### src/sv/lkcx_pkg.sv
// Package for the keyed keystream XOR cipher: opcodes, header positions,
// generator constants and the command and status bundles between the
// controller and the datapath. No dependencies.
`timescale 1ns / 1ps
`default_nettype none

package lkcx_pkg;

    localparam int KEYSTREAM_BYTES_DEF = 520;
    localparam int KS_WORDS_DEF        = (KEYSTREAM_BYTES_DEF + 1) / 2;

    // Item opcodes.
    localparam logic [1:0] OP_SET_KEY = 2'd0;
    localparam logic [1:0] OP_ENCRYPT = 2'd1;
    localparam logic [1:0] OP_DECRYPT = 2'd2;

    // Packet header positions.
    localparam logic [1:0] HDR_FIRST  = 2'd0;
    localparam logic [1:0] HDR_SECOND = 2'd1;
    localparam logic [1:0] HDR_BODY   = 2'd2;

    // Generator constants. LCG_RECIP / 2^48 approximates 1 / LCG_Q from above.
    localparam logic [31:0] LCG_RECIP = 32'h834E0B5F;
    localparam logic [16:0] LCG_Q     = 17'd127773;
    localparam logic [14:0] LCG_A     = 15'd16807;
    localparam logic [11:0] LCG_R     = 12'd2836;
    localparam logic [6:0]  LCG_INC   = 7'd123;
    localparam logic [31:0] LCG_FIX   = 32'h7FFFFFFF;

    typedef struct packed {
        logic latch_in;
        logic exec;
        logic step_abs;
        logic step_mulq;
        logic step_rem;
        logic step_corr;
        logic step_mul2;
        logic step_sum;
        logic step_write;
    } t_cmd;

    typedef struct packed {
        logic out_free;
        logic fill_needed;
        logic fill_last;
    } t_status;

endpackage

`default_nettype wire

### src/sv/lkcx_ctrl.sv
// Controller state machine of the cipher: input handshake, item execution
// and the seven-step keystream generator sequence. Depends on lkcx_pkg.
`timescale 1ns / 1ps
`default_nettype none

module lkcx_ctrl (
    input  wire logic              i_clk,
    input  wire logic              i_rst_n,
    input  wire logic              i_in_valid,
    output logic                   o_in_ready,
    input  wire lkcx_pkg::t_status i_status,
    output lkcx_pkg::t_cmd         o_cmd
);

    typedef enum logic [8:0] {
        ST_IDLE  = 9'b000000001,
        ST_EXEC  = 9'b000000010,
        ST_ABS   = 9'b000000100,
        ST_MULQ  = 9'b000001000,
        ST_REM   = 9'b000010000,
        ST_CORR  = 9'b000100000,
        ST_MUL2  = 9'b001000000,
        ST_SUM   = 9'b010000000,
        ST_WRITE = 9'b100000000
    } t_state;

    t_state r_state;
    t_state n_state;

    always_ff @(posedge i_clk) begin
        if (!i_rst_n) begin
            r_state <= ST_IDLE;
        end else begin
            r_state <= n_state;
        end
    end

    always_comb begin
        n_state = r_state;
        o_cmd   = '0;
        unique case (r_state)
            ST_IDLE: begin
                o_cmd.latch_in = i_in_valid;
                if (i_in_valid) begin
                    n_state = ST_EXEC;
                end
            end
            ST_EXEC: begin
                // The result can only be produced once the output register is free.
                if (i_status.out_free) begin
                    o_cmd.exec = 1'b1;
                    n_state    = i_status.fill_needed ? ST_ABS : ST_IDLE;
                end
            end
            ST_ABS: begin
                o_cmd.step_abs = 1'b1;
                n_state        = ST_MULQ;
            end
            ST_MULQ: begin
                o_cmd.step_mulq = 1'b1;
                n_state         = ST_REM;
            end
            ST_REM: begin
                o_cmd.step_rem = 1'b1;
                n_state        = ST_CORR;
            end
            ST_CORR: begin
                o_cmd.step_corr = 1'b1;
                n_state         = ST_MUL2;
            end
            ST_MUL2: begin
                o_cmd.step_mul2 = 1'b1;
                n_state         = ST_SUM;
            end
            ST_SUM: begin
                o_cmd.step_sum = 1'b1;
                n_state        = ST_WRITE;
            end
            ST_WRITE: begin
                o_cmd.step_write = 1'b1;
                n_state          = i_status.fill_last ? ST_IDLE : ST_ABS;
            end
            default: begin
                n_state = ST_IDLE;
            end
        endcase
    end

    assign o_in_ready = (r_state == ST_IDLE);

endmodule

`default_nettype wire

### config.mk
export PLATFORM = sky130hd
export DESIGN_NAME = lkcx_ctrl
export DESIGN_NICKNAME = d
export VERILOG_FILES = /design/src/sv/lkcx_pkg.sv /design/src/sv/lkcx_ctrl.sv
export SDC_FILE = /design/constraint.sdc
export NUM_CORES = 1
export LEC_CHECK = 0
export ABC_AREA = 1
export BUFFER_PORTS_ARGS = -buffer_cell sky130_fd_sc_hd__buf_4
export CORE_AREA = 2 2 39 41
export CTS_BUF_LIST = sky130_fd_sc_hd__clkbuf_2
export DETAILED_ROUTE_END_ITERATION = 12
export DIE_AREA = 0 0 41 43
export PLACE_DENSITY = 0.7
export SLEW_MARGIN = 5
export SYNTH_ARGS = -nofsm -noshare
export SYNTH_HDL_FRONTEND = slang
export SYNTH_SLANG_ARGS = --single-unit
### constraint.sdc
create_clock -name i_clk -period 2.55 [get_ports i_clk]
set_input_delay 0.51 -clock i_clk [delete_from_list [all_inputs] [get_ports i_clk]]
set_output_delay 0.51 -clock i_clk [all_outputs]
set_load 0.005 [all_outputs]
==> impl_results.md <==
* Vias at roughly 580
* Yosys cell types at 17
* Pin count of the biggest net entering global routing at 7
* CTS tree: yes
* Gr ovfl total at 0
* Height of the die at ~43 µm
* Post-synthesis area per instance at about 6.3 µm²
* Num ports at 16
* Number of synthesized flops with an enable pin at 0
* DP Wirelength at 961 µm
* Most numerous cell in the Yosys netlist: inv_1
* Final min period at approximately 1.8 ns
* Worst R2R Start: r_state[4]
* Max_slew headroom at 88.0%
* CP Launch Type: register
* Hold WC Path Type: in2reg
* Slew @ Worst Pin at between 0.15 and 0.2 ns
* H-tree lvl count at 1
* Wire length per cell at 9.03 µm
* First-pass detailed-route iteration total at 4
* Post-Synth XOR/XNOR Area at 0%
* Synth area leader: dfxtp_1
* Clock tree root buffer cell: clkbuf_2
* Leakage at roughly 0.45 nW
* Pwr Total at approximately 0.30 mW
* GRT Util Overall at between 15 and 20%
* Post-synth top cells: 20 x inv_1, 18 x nand2_1, 12 x nor2_1, 9 x dfxtp_1, 9 x nand3_1
* Ys async rst share at 0%
* Die ar. at about 0.0018 mm²
* Min-delay src: i_rst_n
* Post-Synth Adder-Cell Area at 0%
* Layout area overhead at 25.6%
* Post-Synth Simple-Gate Area at between 40% and 50%
* CTS Buf Count at 3
* Initial Util at ~43%
* Num Clock Sinks at 9
* Req. time, crit path at between 2 and 2.5 ns
* Reg2Reg Depth at 7
* Status: finished clean
* Worst-Skew Late Latency at approximately 0.25 ns
* CTS clk-pin slew, worst paths at 0.09 ns
* Post-CTS setup buffers at 0
* Post-CTS Hold Buffers at 0
* Iter 0 DRT Violations at 11
* Largest Register: r_state
* # setup viols final at 0
* Peak fanout along the critical path at 4
* Achievable frequency at 558 MHz
* Final Max Slew Viols at 0
* N_diodes at 0
* DP Area at 729 µm²
* Peak supply drop at 0.191 mV
* Setup crit end kind: output port
* Max Root-Sink Buffers at 2
* Share of cells above drive strength 1 at 33.6%
* Most used cell, CP: nor2_4
* Critical-path cell list: nor2_4 -> nand3_4 -> nor2_4 -> inv_2 -> nor2_1 -> buf_4
* Final WS setup at approximately 0.76 ns
* Critical path arrival at about 1.3 ns
* Post-Syn Nets at 100
* NumNets Final at between 100 and 150
* Crit-path leading delay family: simple AND/OR/NAND/NOR gates
* Cell Rows at 14
* Post-route cell area at 749 µm²
* WS Path Type: reg2out
* Register area share after synthesis at 30.2%
* Largest register FFs at 9
* Biggest regs: r_state x9
* Area contributors post-synth: dfxtp_1 30%, inv_1 13%, nand2_1 11%
* Post-synthesis mux area share at 0%
* Post-DRT Antenna Nets at 0
* Complex-gate fraction of the synthesized area at between 4 and 5%
* Worst reg2reg endpoint: r_state[2]
* Post-synth top flop: dfxtp_1
* R2R setup slack at 1.29 ns
* Port-buffer cells at 15
* Buf/Inv on CP at 2
* Slowest CP cell: dfxtp_1
* # DRC at 0
* WHS Path Cells at 3
* Largest family of logic cells by synthesized area: simple AND/OR/NAND/NOR gates
* Max Cap Viol at 0
* Initial antenna violation count at 0
* Pre-CTS setup slack at just over 1 ns
* Core Box Area at 0.00138 mm²
* PwrDens at 406 mW/mm²
* Post_cts resized at 0
* Register bit count reported by yosys at 9
* Syn Inst Count at 94
* Synth warn at 0
* RSZ-0062 raised after global routing: no
* GP Congestion at 0.782
* Final Hold Fails at 0
* Routed wire length at ~1200 µm
* Setup Skew at slightly below 0.007 ns
* Setup TNS at 0 ns
* Die width at 41 µm
* Max stage delay on crit path at between 0.3 and 0.4 ns
* Vias in the first global route at approximately 460
* First-pass GRT wire length at roughly 1800 µm
* Top cell type's share of synthesized area at just over 30%
* Worst Hold Endpoint: r_state[6]
* Tcrit/Tclk final at a little over two thirds
* Cell Area, Synth at just under 600 µm²
* Post-DR vias/cell at around 4.5
==> cell families after synthesis <==
logic type	count (synthesis)
compound gates	5
buf+inv	24
flops	9
simple gates	56
==> routing by layer <==
| layer | share of wire (%) | track usage, % |
|---|---|---|
| met1 | 48 | 21.4 |
| met2 | 45 | 20.9 |
| met3 | 6.0 | 3.14 |
| met4 | 1.2 | 14.0 |
| met5 | 0 | 0 |
==> how the worst max path moves through the flow <==
stage | startpoint | endpoint | slack [ns] | depth (start not counted)
5_1_grt | r_state[6] | o_cmd[7] | 0.64 | 6
3_5_place_dp | r_state[4] | o_cmd[7] | 1.04 | 6
6_report | r_state[4] | o_cmd[7] | 0.76 | 6
3_3_place_gp | r_state[6] | o_cmd[7] | 1.04 | 6
4_1_cts | r_state[4] | o_cmd[7] | 0.73 | 6
2_1_floorplan | r_state[6] | o_cmd[7] | 1.18 | 5
==> stage by stage <==
step                instances  util (%)  hold WS [ns]
finish                    129      54.2         0.524
global placement          125      52.7         0.564
detailed placement        125      52.7         0.570
CTS                       129      54.2         0.509
floorplan                  94         -         0.538
global route              129      54.2         0.525
==> layout make-up <==
type / instances / area (µm²)
Clock buffer: 4 / 20.0
Fill cell: 144 / 634
Inverter: 24 / 90.1
Multi-Input combinational cell: 61 / 327
Sequential cell: 9 / 180
Tap cell: 16 / 20.0
Timing Repair Buffer: 15 / 113
==> worst register-to-register path: stages, from the launching register on <==
cell and delay (ns):
dfxtp_1 0.35, nor2_4 0.16, nand3_4 0.12, nor2_4 0.15
nand2_2 0.07, nand2_2 0.07, inv_2 0.06, and3_1 0.16
==> cell usage in the layout (no fill, tap or decap) <==
cell type | netlist | routed
a21oi_1 | 3 | 3
and2_1 | 1 | 1
and3_1 | 1 | 1
buf_4 | 0 | 15
clkbuf_2 | 0 | 4
dfxtp_1 | 9 | 9
inv_1 | 20 | 20
inv_2 | 4 | 4
nand2_1 | 18 | 18
nand2_2 | 4 | 4
nand3_1 | 9 | 9
nand3_2 | 1 | 1
nand3_4 | 1 | 1
nor2_1 | 12 | 12
nor2_2 | 4 | 4
nor2_4 | 4 | 4
nor3_1 | 1 | 1
o21ai_0 | 1 | 1
o21ai_2 | 1 | 1
==> report_power, final <==
part	total (mW)	switching, mW	leakage (nW)	internal [mW]
combinational	0.0666	0.0385	0.357	0.0281
sequential	0.147	0.00254	0.0730	0.144
clock	0.0912	0.0496	0.0166	0.0417
No activity file was read; power rests on OpenSTA's default activity.
